**config.mk**
```make
export PLATFORM = sky130hd
export DESIGN_NAME = calendar_to_bcd_with_weekday
export DESIGN_NICKNAME = d
export VERILOG_FILES = /design/src/hdl/ctbw_pkg.sv /design/src/hdl/ctbw_conv.sv /design/src/hdl/calendar_to_bcd_with_weekday.sv
export SDC_FILE = /design/constraint.sdc
export NUM_CORES = 1
export LEC_CHECK = 0
export ABC_AREA = 0
export BUFFER_PORTS_ARGS = -buffer_cell sky130_fd_sc_hd__buf_2
export CAP_MARGIN = 0
export CORE_AREA = 2 2 150 181
export DETAILED_ROUTE_END_ITERATION = 10
export DIE_AREA = 0 0 152 183
export SETUP_SLACK_MARGIN = 0.05
export SYNTH_ARGS = -nofsm -noshare
export SYNTH_HDL_FRONTEND = slang
export SYNTH_SLANG_ARGS = --single-unit
```
**constraint.sdc**
```tcl
create_clock -name i_clk -period 9.65 [get_ports i_clk]
set_input_delay 0.965 -clock i_clk [delete_from_list [all_inputs] [get_ports i_clk]]
set_output_delay 0.965 -clock i_clk [all_outputs]
set_load 0.01 [all_outputs]
```
**src/hdl/ctbw_pkg.sv**
```systemverilog
package ctbw_pkg;

    localparam int InDataW  = 40;
    localparam int OutDataW = 48;
    localparam int ResultW  = 42;

    // 2483 mod 7: day count constant for the year 1999 reference plus the
    // fixed quotient terms of the leap-day sum.
    localparam logic [9:0] YearBase = 10'd5;
    localparam logic [6:0] YearNoLeap = 7'd100;

    typedef struct packed {
        logic [5:0] second;
        logic [5:0] minute;
        logic [4:0] hour;
        logic [4:0] day;
        logic [3:0] month;
        logic [6:0] year;
    } t_item;

    typedef struct packed {
        logic       range_error;
        logic [2:0] weekday;
        logic [6:0] second_bcd;
        logic [6:0] minute_bcd;
        logic [5:0] hour_bcd;
        logic [5:0] day_bcd;
        logic [4:0] month_bcd;
        logic [7:0] year_bcd;
    } t_result;

    // Two packed BCD digits; tens via multiply by 205 and shift by 11.
    function automatic logic [7:0] to_bcd(input logic [6:0] v);
        logic [14:0] prod;
        logic [3:0]  tens;
        logic [6:0]  units;
        prod  = {8'd0, v} * 15'd205;
        tens  = prod[14:11];
        units = v - {tens, 3'b000} - {2'b00, tens, 1'b0};
        return {tens, units[3:0]};
    endfunction

    // Days before the first of month m in a common year; months past
    // December count as 31 days each.
    function automatic logic [8:0] days_before(input logic [3:0] m);
        logic [8:0] d;
        case (m)
            4'd2:    d = 9'd31;
            4'd3:    d = 9'd59;
            4'd4:    d = 9'd90;
            4'd5:    d = 9'd120;
            4'd6:    d = 9'd151;
            4'd7:    d = 9'd181;
            4'd8:    d = 9'd212;
            4'd9:    d = 9'd243;
            4'd10:   d = 9'd273;
            4'd11:   d = 9'd304;
            4'd12:   d = 9'd334;
            4'd13:   d = 9'd365;
            4'd14:   d = 9'd396;
            4'd15:   d = 9'd427;
            default: d = 9'd0;
        endcase
        return d;
    endfunction

    // Residue mod 7 by folding octal digits (8 = 1 mod 7).
    function automatic logic [2:0] mod7(input logic [9:0] s);
        logic [4:0] f1;
        logic [3:0] f2;
        f1 = {4'd0, s[9]} + {2'd0, s[8:6]} + {2'd0, s[5:3]} + {2'd0, s[2:0]};
        f2 = {2'd0, f1[4:3]} + {1'b0, f1[2:0]};
        return (f2 >= 4'd7) ? 3'(f2 - 4'd7) : f2[2:0];
    endfunction

endpackage

```
**src/hdl/ctbw_conv.sv**
```systemverilog
module ctbw_conv (
    input  ctbw_pkg::t_item   i_item,
    output ctbw_pkg::t_result o_result
);

    logic [7:0] yr_p3;
    logic [5:0] leap_q;
    logic       leap;
    logic [8:0] cum;
    logic [9:0] count;
    logic [2:0] rem;
    logic [7:0] yr_bcd;
    logic [7:0] mo_bcd;
    logic [7:0] dy_bcd;
    logic [7:0] hr_bcd;
    logic [7:0] mi_bcd;
    logic [7:0] se_bcd;

    always_comb begin
        leap   = (i_item.year[1:0] == 2'b00) && (i_item.year != ctbw_pkg::YearNoLeap);
        yr_p3  = {1'b0, i_item.year} + 8'd3;
        leap_q = yr_p3[7:2];
        cum    = ctbw_pkg::days_before(i_item.month)
               + {8'd0, leap && (i_item.month >= 4'd3)};
        count  = {3'd0, i_item.year} + {4'd0, leap_q} + {1'b0, cum}
               + {5'd0, i_item.day} + ctbw_pkg::YearBase
               - {9'd0, i_item.year > ctbw_pkg::YearNoLeap};
        rem    = ctbw_pkg::mod7(count);

        yr_bcd = ctbw_pkg::to_bcd(i_item.year);
        mo_bcd = ctbw_pkg::to_bcd({3'd0, i_item.month});
        dy_bcd = ctbw_pkg::to_bcd({2'd0, i_item.day});
        hr_bcd = ctbw_pkg::to_bcd({2'd0, i_item.hour});
        mi_bcd = ctbw_pkg::to_bcd({1'b0, i_item.minute});
        se_bcd = ctbw_pkg::to_bcd({1'b0, i_item.second});

        o_result.year_bcd    = yr_bcd;
        o_result.month_bcd   = mo_bcd[4:0];
        o_result.day_bcd     = dy_bcd[5:0];
        o_result.hour_bcd    = hr_bcd[5:0];
        o_result.minute_bcd  = mi_bcd[6:0];
        o_result.second_bcd  = se_bcd[6:0];
        o_result.weekday     = (rem == 3'd0) ? 3'd7 : rem;
        o_result.range_error = (i_item.year > 7'd99) || (i_item.month == 4'd0)
                             || (i_item.month > 4'd12) || (i_item.day == 5'd0)
                             || (i_item.hour > 5'd23) || (i_item.minute > 6'd59)
                             || (i_item.second > 6'd59);
    end

endmodule

```
**src/hdl/calendar_to_bcd_with_weekday.sv**
```systemverilog
// Channel   Direction  tdata                                   tuser
// s_axis    in         year, month, day, hour, minute, second  -
// m_axis    out        year..second BCD, weekday               range_error
//
// An input transaction passes an input register, one pass of conversion
// logic and a result register before its result transaction is offered.
// A new transaction is taken every cycle while the result side keeps up.
// A stalled result holds; an empty input register still fills while it waits.
// Reset is synchronous, active low, and clears the two valid flags only.
module calendar_to_bcd_with_weekday (
    input  logic        i_clk,
    input  logic        i_rst_n,
    input  logic        i_s_axis_tvalid,
    output logic        o_s_axis_tready,
    // year[6:0], month[10:7], day[15:11], hour[20:16], minute[26:21],
    // second[32:27], zero[39:33]
    input  logic [ctbw_pkg::InDataW-1:0]  i_s_axis_tdata,
    output logic        o_m_axis_tvalid,
    input  logic        i_m_axis_tready,
    // year_bcd[7:0], month_bcd[12:8], day_bcd[18:13], hour_bcd[24:19],
    // minute_bcd[31:25], second_bcd[38:32], weekday[41:39], zero[47:42]
    output logic [ctbw_pkg::OutDataW-1:0] o_m_axis_tdata,
    // range_error[0]
    output logic        o_m_axis_tuser
);

    ctbw_pkg::t_item   r_in;
    logic              r_in_valid;
    ctbw_pkg::t_result r_out;
    logic              r_out_valid;
    ctbw_pkg::t_result n_out;
    logic              out_load;
    logic              in_load;

    ctbw_conv u_conv (
        .i_item   (r_in),
        .o_result (n_out)
    );

    assign out_load        = !r_out_valid || i_m_axis_tready;
    assign in_load         = !r_in_valid || out_load;
    assign o_s_axis_tready = in_load;

    always_ff @(posedge i_clk) begin
        if (!i_rst_n) begin
            r_in_valid  <= 1'b0;
            r_out_valid <= 1'b0;
        end else begin
            if (in_load) begin
                r_in_valid <= i_s_axis_tvalid;
            end
            if (out_load) begin
                r_out_valid <= r_in_valid;
            end
        end
    end

    always_ff @(posedge i_clk) begin
        if (in_load && i_s_axis_tvalid) begin
            r_in <= ctbw_pkg::t_item'(i_s_axis_tdata[$bits(ctbw_pkg::t_item)-1:0]);
        end
        if (out_load && r_in_valid) begin
            r_out <= n_out;
        end
    end

    assign o_m_axis_tvalid = r_out_valid;
    assign o_m_axis_tdata  = {(ctbw_pkg::OutDataW - ctbw_pkg::ResultW)'(0),
                              r_out[ctbw_pkg::ResultW-1:0]};
    assign o_m_axis_tuser  = r_out.range_error;

endmodule

```
* Yosys cells after proc, flatten, opt, wreduce, memory -nomap -nowiden
Memories as Yosys holds them, arrays and structs flattened. A register that Yosys moved wholly into a read port is not among the register bits.
Index checks and enable logic that the tools add are counted.
** Storage, ports and cells
- Output and inout bits :: 51
- Flip-flop bits (word level) :: 78
- Bits in read-only memories :: 144
- Memories :: 1
- Word-level logic and storage cells :: 76
** Memories
- (no name shown) :: depth 16, bits a word 9, read ports 1, clocked after memory_dff 1, write ports 0, line ctbw_pkg.sv:47 : case (m)
** Operators by class
- Multiply operators :: 6
- Add/sub/neg operators :: 24
- Equality and inequality tests :: 1
- Reductions and logical operators :: 18
- Mux-type cells :: 2
- $lt $le $gt $ge :: 8
** Operator list (count)
- 4-bit subtractor :: 9
- 6-bit by 8-bit multiplier with 14-bit output, second input constant :: 2
- 5-bit by 8-bit multiplier with 13-bit output, second input constant :: 2
- 7-bit by 8-bit multiplier with 15-bit output, second input constant :: 1
- 7-bit > comparator, second input constant :: 2
- 6-bit > comparator, second input constant :: 2
- 4-bit by 8-bit multiplier with 12-bit output, second input constant :: 1
- 10-bit by 3-bit adder with 10-bit output, second input constant :: 1
- 10-bit by 5-bit adder with 10-bit output :: 1
- 10-bit by 9-bit adder with 10-bit output :: 1
- 5-bit by 3-bit adder with 5-bit output :: 2
- 10-bit by 1-bit subtractor with 10-bit output :: 1
- 9-bit by 1-bit adder with 9-bit output :: 1
- 7-bit by 2-bit adder with 8-bit output, second input constant :: 1
- 7-bit by 6-bit adder with 8-bit output :: 1
- 1-bit logical OR :: 8
- 4-bit by 3-bit subtractor with 4-bit output :: 2
- 7-bit != test, second input constant :: 1
- 5-bit > comparator, second input constant :: 1
- 5-bit logical NOT :: 1
- 1-bit by 3-bit adder with 4-bit output :: 1
- 2-bit by 3-bit adder with 4-bit output :: 1
- 4-bit by 2-bit >= comparator with 1-bit output, second input constant :: 1
- 4-bit by 3-bit >= comparator with 1-bit output, second input constant :: 1
- 10 further kinds :: 14

* Logic depth before layout (Yosys ltp)
- Word-level depth :: 15
- Mapped depth :: 40
- Gate-level depth less buffers :: 40

* Cells and area by module
From an unflattened synthesis, not the netlist that was laid out.
** Second synthesis, totals
- Cell total of the unflattened synthesis :: 765
- Area total of the unflattened synthesis :: 8344.3 um^2
** By module, submodules not included
- ctbw_conv :: sequential area each 0.0 um^2, area an instance 5909.4 um^2, times used 1, cells an instance 673
- calendar_to_bcd_with_weekday :: sequential area each 2322.2 um^2, area an instance 2434.8 um^2, times used 1, cells an instance 92

* Least setup slack after synthesis
Ideal clock, no wire load.
- Kind :: register -> register
- Start :: reg r_in[1] (netlist name)
- End :: reg r_out (netlist bit o_m_axis_tdata[39]), data pin
- Slack :: 1.729 ns
- Data arrival time :: 7.662 ns
- Cell stages (with the launch flop) :: 35
- Period minus slack after synthesis :: 7.921 ns
- Path buffers :: 0
- Library setup time :: 0.259 ns
- Path through :: edfxtp_1 inv_1 ha_1 xnor2_1 ha_1 fa_1 a21oi_1 nor2_1 nor2_1 xnor2_1 ha_1 inv_1 fa_1 ha_1 ha_1 a21oi_1 o21ai_0 a21oi_1 o21ai_0 xnor2_1 ha_1 ha_1 xnor3_1 fa_1 fa_1 xnor2_1 ha_1 inv_1 fa_1 inv_1 ha_1 mux2i_1 o21ai_0 nor2_1 o31a_1
** On the way
- Cells in the longest elaborated chain, start to end :: 15
- Elaborated cells on any way between the ends :: 20
** RTL lines
- start: declaration :: line calendar_to_bcd_with_weekday.sv:27 : ctbw_pkg::t_item r_in;
- start signal: assignment :: line calendar_to_bcd_with_weekday.sv:60 : r_in <= ctbw_pkg::t_item'(i_s_axis_tdata[$bits(ctbw_pkg::t_item)-1:0]);
- parallel branches: the longest is 7 deep, another holds 10-bit by 9-bit adder with 10-bit output
- 10-bit by 1-bit subtractor with 10-bit output (*) :: line ctbw_conv.sv:27 : - {9'd0, i_item.year > ctbw_pkg::YearNoLeap};
- 1-bit by 3-bit adder with 4-bit output :: line ctbw_pkg.sv:71 : f1 = {4'd0, s[9]} + {2'd0, s[8:6]} + {2'd0, s[5:3]} + {2'd0, s[2:0]};
- 5-bit by 3-bit adder with 5-bit output :: line ctbw_pkg.sv:71
- 5-bit by 3-bit adder with 5-bit output (*) :: line ctbw_pkg.sv:71
- 2-bit by 3-bit adder with 4-bit output (*) :: line ctbw_pkg.sv:72 : f2 = {2'd0, f1[4:3]} + {1'b0, f1[2:0]};
- 4-bit by 3-bit >= comparator with 1-bit output / 3-bit subtractor (equally long branches) :: line ctbw_pkg.sv:73 : return (f2 >= 4'd7) ? 3'(f2 - 4'd7) : f2[2:0];
- 3-bit two-way mux (*) :: line ctbw_pkg.sv:73
- 3-bit logical NOT :: line ctbw_conv.sv:43 : o_result.weekday = (rem == 3'd0) ? 3'd7 : rem;
- end signal: assignment :: line calendar_to_bcd_with_weekday.sv:63 : r_out <= n_out;
- end: declaration :: line calendar_to_bcd_with_weekday.sv:29 : ctbw_pkg::t_result r_out;
Mark *: on every way between the ends.
A chain may end at the register's enable or synchronous reset.

* Worst setup path in the final report
Same ends and word-level chain as after synthesis.

==> results.tsv <==
metric	value	unit
delay of the slowest cell on the worst path	0.61	ns
number of synthesis warnings	0	
later-pin clock latency in the skew report	0.36	ns
maximum number of pins on one net before global-route repair	44	
vias in the first global route	5913	
cell taking the most area after synthesis	sky130_fd_sc_hd__ha_1	
Commonest cells post-synth	sky130_fd_sc_hd__ha_1, sky130_fd_sc_hd__inv_1, sky130_fd_sc_hd__edfxtp_1	
GPL Wtd Cong	0.817	
Die Width	152	µm
EDFF count, synth	76	
post-route core utilization	37.8	%
detailed-route vias per instance	4.65	
R2R Setup Slk	1.04	ns
multi-input gate area in the final layout	5640	µm²
Worst Path Max Fanout	9	
routed wire length	16300	µm
Final Worst Setup Slack	1.04	ns
Distinct cells, synth	54	
max-cap violations	0	
global-route wire length before repair	28000	µm
Cell Area, Synth	8720	µm²
number of H-tree levels	3	
Setup WS pre-CTS	1.00	ns
Main synth FF type	sky130_fd_sc_hd__edfxtp_1	
sink count of the clock tree	87	
count of nets after finishing	1203	
clock period minus worst slack	8.61	ns
number of hold-repair buffers added at the cts stage	0	
critical register-to-register path endpoint	o_m_axis_tdata[39]	
Crit. End Element	flop	
worst min-delay path class	reg2reg	
post-synthesis average cell area	10.8	µm²
Wirelength per Cell	13.2	µm
post-CTS setup buffer count	0	
number of buffers added on ports	81	
global-route congestion overflow total	0	
total of flip-flops plus latches after synthesis	87	
Core Area	26100	µm²
Total Routing Usage GR	12.5	%
overall via count from detail_route	5753	
ANT cells	0	
dominant cell type by count on the critical path	sky130_fd_sc_hd__ha_1	
estimated wirelength of the detail-placed design	13700	µm
maximum root-to-sink buffer count	2	
drc violations	0	
number of antenna violations at the first check in global routing	0	
cell count after synthesis	805	
result of the run	completed	
share of Yosys cell area claimed by the top area cell type	32.6	%
type of the worst setup path	reg2reg	
Worst Max-Slew Pin Slew	0.929	ns
Root Buffer	sky130_fd_sc_hd__clkbuf_16	
end of the worst hold path	o_m_axis_tvalid	
count of filler cells inserted in the layout	2603	
vertical extent of the die	183	µm
Setup violations, final	0	
top-level port count	95	
Achievable Freq	116	MHz
most repeated cell in the gate-level netlist after synthesis	sky130_fd_sc_hd__ha_1	
area added between synthesis and finish	13.1	%
origin of the worst min-delay path	r_in_valid	
R2R cell count	35	
Iter 0 DRT Violations	203	
hold violation count in the final report	0	
effective utilization at floorplan	33.4	%
crit path DAT	8.71	ns
cells resized by post-CTS repair	0	
clock edge transition at the registers on the reported setup and hold paths	0.07	ns
DRT antenna net count	0	
dominant cells by area after synthesis	sky130_fd_sc_hd__ha_1, sky130_fd_sc_hd__edfxtp_1, sky130_fd_sc_hd__fa_1, sky130_fd_sc_hd__inv_1, sky130_fd_sc_hd__xnor2_1	
worst-case clock skew	0.00901	ns
Final period util	89.2	%
share of synthesized registers carrying an async set or reset	0	%
final sum of negative setup slack	0	ns
Data required, critical path	9.75	ns
Max-Slew Margin vs Limit	36.3	%
Min-Delay Path Depth	1	
floorplan row count	65	
Worst path slowest cell	sky130_fd_sc_hd__edfxtp_1	
portion of the post-synthesis area used by sequential elements	28.7	%
Storage cell area	2500	µm²
number of iterations in the first detailed-routing pass	6	
number of max-slew violations in the final report	0	
RSZ-0062 raised after global routing	false	
clock tree from TritonCTS	done	
DIE AREA	27800	µm²
Reg-to-Reg Start	r_in[1]	
CTS buffer count	9	
fraction of layout cells with a size suffix above 1	13.0	%
startpoint types	flop	
==> final cells by class <==
| cell class | count | share of cell area, % |
|---|---|---|
| Inverter | 148 | 5.63 |
| Timing Repair Buffer | 83 | 4.26 |
| Tap cell | 335 | 4.25 |
| Clock inverter | 7 | 1.05 |
| Multi-Input combinational cell | 567 | 57.2 |
| Sequential cell | 87 | 25.4 |
| Clock buffer | 9 | 2.28 |
==> worst max-delay path, delay by kind of cell (launching register included) <==
family | cells | cell delay [ns]
mux | 1 | 0.12
simple gates | 5 | 0.43
buf+inv | 4 | 0.38
compound gates | 7 | 1.44
xor+xnor | 5 | 0.96
fa+ha+maj | 13 | 4.39
flops | 1 | 0.61
==> cell usage in the layout (no fill, tap or decap), drive strengths merged, types with 22 or more instances in the layout <==
cell type,n
nor2,23
inv,151
edfxtp,76
xnor2,42
buf,83
nand2,38
fa,36
a21oi,29
xor2,22
ha,227
==> kinds of logic after synthesis <==
group | count (synthesis) | share of synthesized area [%]
fa+ha+maj | 263 | 40.8
buf+inv | 156 | 6.97
simple gates | 118 | 6.86
compound gates | 98 | 7.32
flops | 87 | 28.7
xor+xnor | 67 | 7.20
mux | 15 | 2.11
other cells | 1 | 0.0430
==> stage by stage <==
| stage | instances | cell area [µm²] | hold slack, ns |
|---|---|---|---|
| after floorplan | 810 | 8740 | 0.477 |
| after global placement | 1220 | 9540 | 0.518 |
| after detailed placement | 1220 | 9540 | 0.521 |
| after CTS | 1236 | 9870 | 0.544 |
| after global routing | 1236 | 9870 | 0.576 |
| final | 1236 | 9870 | 0.538 |
==> worst max path at each step <==
stage                       start                  to  slack, ns  cells after the start
after floorplan           r_in[1]  o_m_axis_tdata[39]       1.73                     34
after detailed placement  r_in[1]  o_m_axis_tdata[39]       1.00                     35
after global routing      r_in[1]  o_m_axis_tdata[39]       0.40                     35
final                     r_in[1]  o_m_axis_tdata[39]       1.04                     35
after CTS                 r_in[1]  o_m_axis_tdata[39]       0.99                     35
after global placement    r_in[1]  o_m_axis_tdata[39]       1.07                     35
==> metal layers <==
| layer | vias up | global-route usage [%] | share of wire, % |
|---|---|---|---|
| li1 | 2937 | - | - |
| met1 | 2715 | 14.3 | 42 |
| met2 | 85 | 23.3 | 52 |
| met3 | 16 | 1.91 | 3.5 |
| met4 | 0 | 4.86 | 2.3 |
| met5 | - | 0 | 0 |
Power is left out: the tool's default activity adds up to more than one toggle a clock period on the data nets, which glitch-free logic cannot reach.
